--- config.mk ---
export PLATFORM = sky130hd
export DESIGN_NAME = integer_to_ascii_formatter_unit
export DESIGN_NICKNAME = d
export VERILOG_FILES = /design/src/design/iaf_pkg.sv /design/src/design/iaf_datapath.sv /design/src/design/iaf_ctrl.sv /design/src/design/integer_to_ascii_formatter_unit.sv
export VERILOG_INCLUDE_DIRS = /design/src /design/src/design
export SDC_FILE = /design/constraint.sdc
export NUM_CORES = 2
export LEC_CHECK = 0
export ABC_AREA = 1
export BUFFER_PORTS_ARGS = -buffer_cell sky130_fd_sc_hd__buf_2
export CAP_MARGIN = 20
export CORE_ASPECT_RATIO = 0.5
export CORE_MARGIN = 5
export CORE_UTILIZATION = 40
export CTS_CLUSTER_SIZE = 10
export DETAILED_ROUTE_END_ITERATION = 8
export GPL_TIMING_DRIVEN = 0
export MAX_ROUTING_LAYER = met4
export PLACE_DENSITY_LB_ADDON = 0.15
export SYNTH_ARGS = -nofsm -noshare
export SYNTH_HDL_FRONTEND = slang
export SYNTH_SLANG_ARGS = --single-unit
--- constraint.sdc ---
create_clock -name i_clk -period 14.25 [get_ports i_clk]
set_input_delay 0 -clock i_clk [delete_from_list [all_inputs] [get_ports i_clk]]
set_output_delay 0 -clock i_clk [all_outputs]
set_load 0.01 [all_outputs]
--- src/design/integer_to_ascii_formatter_unit_assert.svh ---
// assertion macros shared by the formatter modules
`ifndef INTEGER_TO_ASCII_FORMATTER_UNIT_ASSERT_SVH
`define INTEGER_TO_ASCII_FORMATTER_UNIT_ASSERT_SVH

// same-cycle implication, checked out of reset only
`define IAF_ASSERT_IMPL(lbl, clk, rst_n, ante, cons, msg) \
    lbl: assert property (@(posedge clk) disable iff (!rst_n) (ante) |-> (cons)) \
        else $error(msg);

// next-cycle implication, checked out of reset only
`define IAF_ASSERT_NEXT(lbl, clk, rst_n, ante, cons, msg) \
    lbl: assert property (@(posedge clk) disable iff (!rst_n) (ante) |=> (cons)) \
        else $error(msg);

`endif

--- src/design/iaf_pkg.sv ---
package iaf_pkg;

    localparam int MAG_W         = 64;
    localparam int BCD_DIGITS    = 20;
    localparam int BCD_W         = 4 * BCD_DIGITS;
    localparam int STORE_DEPTH   = 64;
    localparam int STORE_AW      = 6;
    localparam int MAX_DIGITS    = 22;
    localparam int MAX_CHARS     = 64;
    localparam int RESULT_LIMIT  = 64;
    localparam int CAP_LIMIT_I   = (MAX_CHARS < RESULT_LIMIT) ? MAX_CHARS : RESULT_LIMIT;
    localparam logic [6:0] CAP_LIMIT = 7'(CAP_LIMIT_I);

    // binary to bcd conversion, shift steps per cycle
    localparam int DABBLE_STEPS  = 8;
    localparam int DABBLE_CYCLES = MAG_W / DABBLE_STEPS;

    localparam logic [2:0] RADIX_OCT  = 3'd0;
    localparam logic [2:0] RADIX_UDEC = 3'd1;
    localparam logic [2:0] RADIX_SDEC = 3'd2;
    localparam logic [2:0] RADIX_HEXL = 3'd3;
    localparam logic [2:0] RADIX_HEXU = 3'd4;

    localparam int FLAG_LEFT  = 0;
    localparam int FLAG_PLUS  = 1;
    localparam int FLAG_SPACE = 2;
    localparam int FLAG_ALT   = 3;
    localparam int FLAG_ZERO  = 4;
    localparam int FLAG_NEG   = 5;

    localparam logic [7:0] CH_SPACE = 8'h20;
    localparam logic [7:0] CH_PLUS  = 8'h2B;
    localparam logic [7:0] CH_MINUS = 8'h2D;
    localparam logic [7:0] CH_ZERO  = 8'h30;
    localparam logic [7:0] CH_X_LO  = 8'h78;
    localparam logic [7:0] CH_X_UP  = 8'h58;
    localparam logic [7:0] CH_A_LO  = 8'h61;
    localparam logic [7:0] CH_A_UP  = 8'h41;

    typedef struct packed {
        logic load;
        logic dabble;
        logic extract;
        logic size;
        logic place;
        logic emit;
    } t_ctrl;

    typedef struct packed {
        logic dec_in;
        logic extract_done;
        logic n_zero;
        logic emit_last;
    } t_stat;

    // one double-dabble step: correct each bcd digit, then shift left
    function automatic logic [BCD_W+MAG_W-1:0] dabble_shift(
        input logic [BCD_W+MAG_W-1:0] v
    );
        logic [BCD_W-1:0] bcd;
        bcd = v[BCD_W+MAG_W-1:MAG_W];
        for (int i = 0; i < BCD_DIGITS; i++) begin
            if (bcd[4*i +: 4] >= 4'd5) begin
                bcd[4*i +: 4] = bcd[4*i +: 4] + 4'd3;
            end
        end
        return {bcd[BCD_W-2:0], v[MAG_W-1:0], 1'b0};
    endfunction

    function automatic logic [7:0] digit_char(input logic [3:0] d, input logic upper);
        logic [7:0] res;
        if (d < 4'd10) begin
            res = CH_ZERO + {4'd0, d};
        end else begin
            res = (upper ? CH_A_UP : CH_A_LO) + {4'd0, d} - 8'd10;
        end
        return res;
    endfunction

endpackage

--- src/design/iaf_datapath.sv ---
`include "integer_to_ascii_formatter_unit_assert.svh"

module iaf_datapath import iaf_pkg::*; (
    input  logic        i_clk,
    input  logic        i_rst_n,
    input  t_ctrl       i_ctrl,
    output t_stat       o_stat,
    input  logic [63:0] i_magnitude,
    input  logic [2:0]  i_radix,
    input  logic [5:0]  i_format_flags,
    input  logic [5:0]  i_field_width,
    input  logic [5:0]  i_min_digits,
    input  logic [6:0]  i_room_left,
    output logic        o_strobe,
    output logic [7:0]  o_out_char,
    output logic        o_last_char
);

    logic [BCD_W-1:0]    r_work;
    logic [MAG_W-1:0]    r_bin;
    logic [STORE_AW-1:0] r_ndig;
    logic [5:0]          r_pos;
    logic                r_is_oct, r_is_hex, r_is_sdec, r_upper;
    logic [5:0]          r_flags, r_width, r_mind;
    logic [6:0]          r_room;
    logic [5:0]          r_dig_len;
    logic [1:0]          r_pre_len;
    logic [7:0]          r_pre0, r_pre1;
    logic [6:0]          r_len;
    logic [6:0]          r_n;
    logic [5:0]          r_pre_start;
    logic [6:0]          r_pre_end;
    logic [6:0]          r_dig_start;
    logic [6:0]          r_dig_top;
    logic [3:0]          r_store [STORE_DEPTH];
    logic [3:0]          r_rd_digit;
    logic                r_a_valid, r_a_last, r_a_dig, r_a_zero;
    logic [7:0]          r_a_char;

    logic                    dec_in;
    logic [BCD_W+MAG_W-1:0]  dabble_c;
    logic [BCD_W-1:0]        shifted_c;
    logic [3:0]              digit_c;
    logic                    left, zero_pad;
    logic [5:0]              dig_len_c;
    logic [1:0]              pre_len_c;
    logic [7:0]              pre0_c, pre1_c;
    logic [6:0]              width7, total_c, pad_full, cap_c, n_c;
    logic [5:0]              pad_c, pre_start_c;
    logic [6:0]              pos7, pre_k;
    logic                    in_pre, in_dig;
    logic [6:0]              idx_full;
    logic [STORE_AW-1:0]     idx_c;
    logic                    ext_zero;
    logic [7:0]              a_char_c;
    logic                    emit_last_c;

    assign dec_in = !(i_radix == RADIX_OCT || i_radix == RADIX_HEXL || i_radix == RADIX_HEXU);

    always_comb begin
        dabble_c = {r_work, r_bin};
        for (int s = 0; s < DABBLE_STEPS; s++) begin
            dabble_c = dabble_shift(dabble_c);
        end
    end

    assign shifted_c = r_is_oct ? (r_work >> 3) : (r_work >> 4);
    assign digit_c   = r_is_oct ? {1'b0, r_work[2:0]} : r_work[3:0];

    assign left     = r_flags[FLAG_LEFT];
    assign zero_pad = !left && r_flags[FLAG_ZERO];

    // sizing: digits and prefix
    always_comb begin
        dig_len_c = (r_ndig > r_mind) ? r_ndig : r_mind;
        pre_len_c = 2'd0;
        pre0_c    = CH_ZERO;
        pre1_c    = r_upper ? CH_X_UP : CH_X_LO;
        if (r_is_sdec) begin
            if (r_flags[FLAG_NEG]) begin
                pre_len_c = 2'd1;
                pre0_c    = CH_MINUS;
            end else if (r_flags[FLAG_PLUS]) begin
                pre_len_c = 2'd1;
                pre0_c    = CH_PLUS;
            end else if (r_flags[FLAG_SPACE]) begin
                pre_len_c = 2'd1;
                pre0_c    = CH_SPACE;
            end
        end else if (r_is_oct && r_flags[FLAG_ALT]) begin
            pre_len_c = 2'd1;
        end else if (r_is_hex && r_flags[FLAG_ALT]) begin
            pre_len_c = 2'd2;
        end
    end

    // placement: padding, run length and region bounds
    always_comb begin
        width7      = {1'b0, r_width};
        total_c     = (width7 > r_len) ? width7 : r_len;
        pad_full    = (width7 > r_len) ? (width7 - r_len) : 7'd0;
        pad_c       = pad_full[5:0];
        cap_c       = (r_room > CAP_LIMIT) ? CAP_LIMIT : r_room;
        n_c         = (total_c < cap_c) ? total_c : cap_c;
        pre_start_c = (!left && !zero_pad) ? pad_c : 6'd0;
    end

    // character selection for the position being issued
    always_comb begin
        pos7     = {1'b0, r_pos};
        in_pre   = (pos7 >= {1'b0, r_pre_start}) && (pos7 < r_pre_end);
        in_dig   = (pos7 >= r_dig_start) && (pos7 <= r_dig_top);
        pre_k    = pos7 - {1'b0, r_pre_start};
        idx_full = r_dig_top - pos7;
        idx_c    = idx_full[STORE_AW-1:0];
        // leading zeros asked for by min_digits were never stored
        ext_zero = idx_c >= r_ndig;
        if (in_pre) begin
            a_char_c = pre_k[0] ? r_pre1 : r_pre0;
        end else begin
            a_char_c = zero_pad ? CH_ZERO : CH_SPACE;
        end
        emit_last_c = (pos7 == r_n - 7'd1);
    end

    assign o_stat.dec_in       = dec_in;
    assign o_stat.extract_done = (shifted_c == '0);
    assign o_stat.n_zero       = (r_n == 7'd0);
    assign o_stat.emit_last    = emit_last_c;

    always_ff @(posedge i_clk) begin
        if (!i_rst_n) begin
            r_ndig    <= '0;
            r_pos     <= '0;
            r_n       <= '0;
            r_a_valid <= 1'b0;
            o_strobe  <= 1'b0;
        end else begin
            if (i_ctrl.load) begin
                r_ndig <= '0;
                r_pos  <= '0;
            end
            if (i_ctrl.extract) begin
                r_ndig <= r_ndig + 1'b1;
            end
            if (i_ctrl.place) begin
                r_n <= n_c;
            end
            if (i_ctrl.emit) begin
                r_pos <= r_pos + 1'b1;
            end
            r_a_valid <= i_ctrl.emit;
            o_strobe  <= r_a_valid;
        end
    end

    always_ff @(posedge i_clk) begin
        if (i_ctrl.load) begin
            r_work    <= dec_in ? '0 : {{(BCD_W-MAG_W){1'b0}}, i_magnitude};
            r_bin     <= i_magnitude;
            r_is_oct  <= (i_radix == RADIX_OCT);
            r_is_hex  <= (i_radix == RADIX_HEXL) || (i_radix == RADIX_HEXU);
            r_is_sdec <= (i_radix == RADIX_SDEC);
            r_upper   <= (i_radix == RADIX_HEXU);
            r_flags   <= i_format_flags;
            r_width   <= i_field_width;
            r_mind    <= i_min_digits;
            r_room    <= i_room_left;
        end else if (i_ctrl.dabble) begin
            r_work <= dabble_c[BCD_W+MAG_W-1:MAG_W];
            r_bin  <= dabble_c[MAG_W-1:0];
        end else if (i_ctrl.extract) begin
            r_work <= shifted_c;
        end
        if (i_ctrl.size) begin
            r_dig_len <= dig_len_c;
            r_pre_len <= pre_len_c;
            r_pre0    <= pre0_c;
            r_pre1    <= pre1_c;
            r_len     <= 7'(dig_len_c) + 7'(pre_len_c);
        end
        if (i_ctrl.place) begin
            r_pre_start <= pre_start_c;
            r_pre_end   <= 7'(pre_start_c) + 7'(r_pre_len);
            r_dig_start <= left ? 7'(r_pre_len) : 7'(r_pre_len) + 7'(pad_c);
            r_dig_top   <= (left ? r_len : total_c) - 7'd1;
        end
        r_a_last <= emit_last_c;
        r_a_dig  <= in_dig && !in_pre;
        r_a_zero <= ext_zero;
        r_a_char <= a_char_c;
        o_last_char <= r_a_last;
        if (r_a_dig) begin
            o_out_char <= r_a_zero ? CH_ZERO : digit_char(r_rd_digit, r_upper);
        end else begin
            o_out_char <= r_a_char;
        end
    end

    // digit store, least significant digit first
    always_ff @(posedge i_clk) begin
        if (i_ctrl.extract) begin
            r_store[r_ndig] <= digit_c;
        end
        r_rd_digit <= r_store[idx_c];
    end

    `IAF_ASSERT_IMPL(a_digit_bound, i_clk, i_rst_n, 1'b1, r_ndig <= 6'(MAX_DIGITS), "digit count overrun")
    `IAF_ASSERT_IMPL(a_read_in_range, i_clk, i_rst_n, i_ctrl.emit && in_dig, idx_c < r_dig_len, "digit read outside run")
    `IAF_ASSERT_NEXT(a_last_gap, i_clk, i_rst_n, o_strobe && o_last_char, !o_strobe, "beat after last character")

endmodule

--- src/design/iaf_ctrl.sv ---
`include "integer_to_ascii_formatter_unit_assert.svh"

module iaf_ctrl import iaf_pkg::*; (
    input  logic  i_clk,
    input  logic  i_rst_n,
    input  logic  i_start,
    output logic  o_busy,
    input  t_stat i_stat,
    output t_ctrl o_ctrl
);

    localparam logic [2:0] S_IDLE    = 3'd0;
    localparam logic [2:0] S_DABBLE  = 3'd1;
    localparam logic [2:0] S_EXTRACT = 3'd2;
    localparam logic [2:0] S_SIZE    = 3'd3;
    localparam logic [2:0] S_PLACE   = 3'd4;
    localparam logic [2:0] S_EMIT    = 3'd5;

    localparam logic [2:0] CNT_LAST = 3'(DABBLE_CYCLES - 1);

    logic [2:0] r_state, n_state;
    logic [2:0] r_cnt, n_cnt;

    assign o_busy = (r_state != S_IDLE);

    always_comb begin
        n_state = r_state;
        n_cnt   = r_cnt;
        case (r_state)
            S_IDLE: begin
                n_cnt = '0;
                if (i_start) begin
                    n_state = i_stat.dec_in ? S_DABBLE : S_EXTRACT;
                end
            end
            S_DABBLE: begin
                n_cnt = r_cnt + 3'd1;
                if (r_cnt == CNT_LAST) begin
                    n_state = S_EXTRACT;
                end
            end
            S_EXTRACT: begin
                if (i_stat.extract_done) begin
                    n_state = S_SIZE;
                end
            end
            S_SIZE: begin
                n_state = S_PLACE;
            end
            S_PLACE: begin
                n_state = S_EMIT;
            end
            S_EMIT: begin
                if (i_stat.n_zero || i_stat.emit_last) begin
                    n_state = S_IDLE;
                end
            end
            default: begin
                n_state = S_IDLE;
            end
        endcase
    end

    always_comb begin
        o_ctrl.load    = (r_state == S_IDLE) && i_start;
        o_ctrl.dabble  = (r_state == S_DABBLE);
        o_ctrl.extract = (r_state == S_EXTRACT);
        o_ctrl.size    = (r_state == S_SIZE);
        o_ctrl.place   = (r_state == S_PLACE);
        o_ctrl.emit    = (r_state == S_EMIT) && !i_stat.n_zero;
    end

    always_ff @(posedge i_clk) begin
        if (!i_rst_n) begin
            r_state <= S_IDLE;
            r_cnt   <= '0;
        end else begin
            r_state <= n_state;
            r_cnt   <= n_cnt;
        end
    end

    `IAF_ASSERT_NEXT(a_busy_after_start, i_clk, i_rst_n, i_start && !o_busy, o_busy, "start not taken")
    `IAF_ASSERT_IMPL(a_dabble_count, i_clk, i_rst_n, r_state != S_DABBLE, r_cnt == 3'd0 || r_state == S_EXTRACT, "dabble count stray")

endmodule

--- src/design/integer_to_ascii_formatter_unit.sv ---
// Formats one integer per command, printf style, as a run of ASCII characters. A command is
// taken when start is high while busy is low; busy then stays high through binary to decimal
// conversion (decimal radices only), the extraction of each significant digit into the digit
// store, the sizing and placement states, and the issue of the characters. Each character
// appears on o_out_char for exactly one cycle with o_strobe high, the first one reaching the
// outputs through the r_a_valid and o_strobe registers after emission begins, so the tail of a
// run trails busy; o_last_char marks the final one. A run cut to zero room gives no beats at
// all. The receiver cannot stall: every beat must be taken in the cycle it is shown. Issue
// rate is one character per cycle, set by the single read port of the digit store.
module integer_to_ascii_formatter_unit import iaf_pkg::*; (
    input  logic        i_clk,
    input  logic        i_rst_n,
    input  logic        start,
    output logic        busy,
    input  logic [63:0] i_magnitude,
    input  logic [2:0]  i_radix,
    input  logic [5:0]  i_format_flags,
    input  logic [5:0]  i_field_width,
    input  logic [5:0]  i_min_digits,
    input  logic [6:0]  i_room_left,
    output logic        o_strobe,
    output logic [7:0]  o_out_char,
    output logic        o_last_char
);

    t_ctrl ctrl;
    t_stat stat;

    iaf_ctrl u_ctrl (
        .i_clk   (i_clk),
        .i_rst_n (i_rst_n),
        .i_start (start),
        .o_busy  (busy),
        .i_stat  (stat),
        .o_ctrl  (ctrl)
    );

    iaf_datapath u_datapath (
        .i_clk          (i_clk),
        .i_rst_n        (i_rst_n),
        .i_ctrl         (ctrl),
        .o_stat         (stat),
        .i_magnitude    (i_magnitude),
        .i_radix        (i_radix),
        .i_format_flags (i_format_flags),
        .i_field_width  (i_field_width),
        .i_min_digits   (i_min_digits),
        .i_room_left    (i_room_left),
        .o_strobe       (o_strobe),
        .o_out_char     (o_out_char),
        .o_last_char    (o_last_char)
    );

endmodule
==> metrics.yaml <==
run_status: "completed"
grt_pass1_wl_um: 193000
synth-seq-cells: 519
grt_start_max_net_pins: 64
path_common_cell: "sky130_fd_sc_hd__nand2_1"
worst_setup_path_end_kind: "flip-flop"
port-buffer-count: 104
final_max_slew_viol_count: 0
worstPathMaxFanout: 5
core_region_area_um2: 105000
cts.htree.levels: 2
die_h_um: 239
fin_util_pct: 45.2
regToRegSetupSlack_ns: 6.64
grt.met3_usage_pct: 2.46
ant_nets: 0
clk_transition_reported_paths_ns: 0.06
die_x_um: 468
skew_ns: 0.0330
dp_hpwl_um: 94500
slew_headroom_pct: 27.3
layout.cells.most_common: "sky130_fd_sc_hd__nand2_1"
tritoncts.num_buffers: 59
io-pin-count: 106
unrepaired_setup_endpoints_after_global_routing: "false"
reg2reg_depth: 48
mappedNetlistArea_um2: 41900
cts-root-buf: "sky130_fd_sc_hd__clkbuf_16"
syn_nets: 5820
area_enclosed_by_the_die_boundary_um2: 112000
synth.yosys.seq_area_share_pct: 36.0
critical_path_class: "flip-flop to flip-flop"
report.final.hold_viol_count: 0
initial_utilization_pct: 40.1
area_growth_syn_to_layout_pct: 12.7
fmaxAchievable_mhz: 131
edff_count_synth: 470
cells_after_synth: 5483
post_cts.repair.setup_buffers: 0
placement_rows: 84
top_regs: "u_datapath.r_store (256), u_datapath.r_work (80), u_datapath.r_bin (64)"
synth.top_cells.by_area: "sky130_fd_sc_hd__edfxtp_1, sky130_fd_sc_hd__nand2_1, sky130_fd_sc_hd__ha_1"
finalWirelength_um: 122000
drt_iter0_markers: 2913
max-cap-violations: 0
layout.cells.most_common_list: "sky130_fd_sc_hd__nand2_1, sky130_fd_sc_hd__inv_1, sky130_fd_sc_hd__edfxtp_1"
min_delay_path_depth: 2
min-delay-start: "i_min_digits[4]"
cpPeakStageDelay_ns: 0.39
r2r_start: "u_datapath.r_work[72]"
gr-usage-met2_pct: 36.1
setup_viol: 0
hold-path-endpoint: "u_datapath.r_mind[4]"
post_cts_resized: 0
register_ranked_first_by_flip_flop_count: "u_datapath.r_store"
largest_register_ffs: 256
drt_pre_antenna_iters: 6
insertion_delay_ns: 0.65
syn-mean-instance-area_um2: 7.65
fraction_of_layout_cells_with_a_size_suffix_above_1_pct: 14.0
synthDistinctLibCells: 68
number_of_warning_messages_in_the_yosys_log: 0
worstPathRequired_ns: 14.73
grt_remaining_overflow: 0
dpl_worst_slack_ns: 6.64
hold_path.class: "primary input to flip-flop"
cp_data_arrival_time_ns: 8.09
antenna_violations_before_repair: 0
grt_pass1_vias: 36732
crit_slowest_cell: "sky130_fd_sc_hd__edfxtp_1"
post-route-period-util_pct: 53.4
post-route-min-period_ns: 7.61
worst_slew_pin_slew_ns: 1.08
setup_ws_ns: 6.64
insertedDiodeCount: 0
netlist.top_cell.by_area: "sky130_fd_sc_hd__edfxtp_1"
routed-via-count: 38080
met1_usage_pct: 28.8
top_usage_layer: "met2"
vias_per_cell: 5.28
synth_flop_cell: "sky130_fd_sc_hd__edfxtp_1"
cts_hold_buf: 96
numClockSinks: 519
gp_congestion: 0.921
routedWlPerCell_um: 16.9
synth_async_sr_flop_share_pct: 0
total_track_usage_pct: 22.0
num-nets-final: 6097
fin_setup_tns_ns: 0
tritoncts_clock_tree: "yes"
clock_path_buffers: 3
synth_top_cell_area_share_pct: 33.7
start_kind: "flip-flop"
drc: 0
r2r_end: "u_datapath.r_work[73]"
[cells in the mapped netlist (all sizes together) (2+ instances only)]
library cell / n
a2111oi: 2
a211oi: 4
a21boi: 4
a21o: 52
a21oi: 153
a221oi: 4
a22oi: 4
a31o: 24
a31oi: 18
a32o: 7
a32oi: 64
and2: 97
and3: 2
buf: 18
clkbuf: 95
clkinv: 5
dfxtp: 49
dlygate4sd3: 3
edfxtp: 470
fa: 5
ha: 237
inv: 714
nand2: 1903
nand3: 547
nand3b: 27
nand4: 223
nor2: 247
nor3: 24
nor4: 8
o211ai: 12
o21a: 14
o21ai: 303
o21bai: 21
o221a: 2
o22a: 24
o22ai: 17
or2: 10
xnor2: 9
xor2: 55
[worst max path at each step]
stage	start	depth (start not counted)	end	slack, ns
6_report	u_datapath.r_work[72]	48	u_datapath.r_work[73]	6.64
5_1_grt	u_datapath.r_work[72]	46	u_datapath.r_work[77]	5.60
4_1_cts	u_datapath.r_work[72]	48	u_datapath.r_work[73]	6.60
3_5_place_dp	u_datapath.r_work[72]	46	u_datapath.r_work[77]	6.64
3_3_place_gp	u_datapath.r_work[0]	47	u_datapath.r_work[5]	6.11
2_1_floorplan	u_datapath.r_work[72]	48	u_datapath.r_work[73]	7.66
[cell families (layout without fill, tap and decap cells)]
kind of cell | after synthesis | in the layout | synth area share, %
xor+xnor | 64 | 64 | 1.48
buf+inv | 836 | 1141 | 7.68
flops | 519 | 519 | 36.0
compound gates | 731 | 731 | 11.5
other cells | 1 | 1 | 0.00894
fa+ha+maj | 242 | 242 | 7.31
simple gates | 3090 | 3090 | 36.1
[stage by stage]
stage / instances / hold slack, ns / cell area (µm²)
floorplan: 5483 / 0.0989 / 41900
global placement: 7006 / 0.177 / 44200
detailed placement: 7021 / 0.179 / 44600
CTS: 7206 / 0.0175 / 47300
global route: 7207 / 0.0309 / 47300
finish: 7207 / 0.0507 / 47300
[metal layers]
layer | wire (µm) | part of all wire [%]
met3 | 6480 | 5.3
met5 | 0 | 0
met4 | 3780 | 3.1
met1 | 55500 | 46
met2 | 56100 | 46
[worst max-delay path, delay by kind of cell (launching register included)]
family                     cells  cell delay (ns)
xor gates and xnor gates       7             1.72
adders and majority gates      8             1.70
and+or+nand+nor               18             1.91
buffers and inverters         10             0.86
AOI/OAI and AO/OA              5             0.85
DFF                            1             0.39
[layout make-up]
cell class	instances	area (µm²)
flip-flops and latches	519	15100
fillers	10175	57300
multi-input cells	4128	23600
clock inverters	7	100
clock buffers	82	1580
plain buffers	117	524
inverters	719	2700
well taps	1419	1780
repair buffers	216	1850
Power is left out: the tool's default activity adds up to more than one toggle a clock period on the data nets, which glitch-free logic cannot reach.
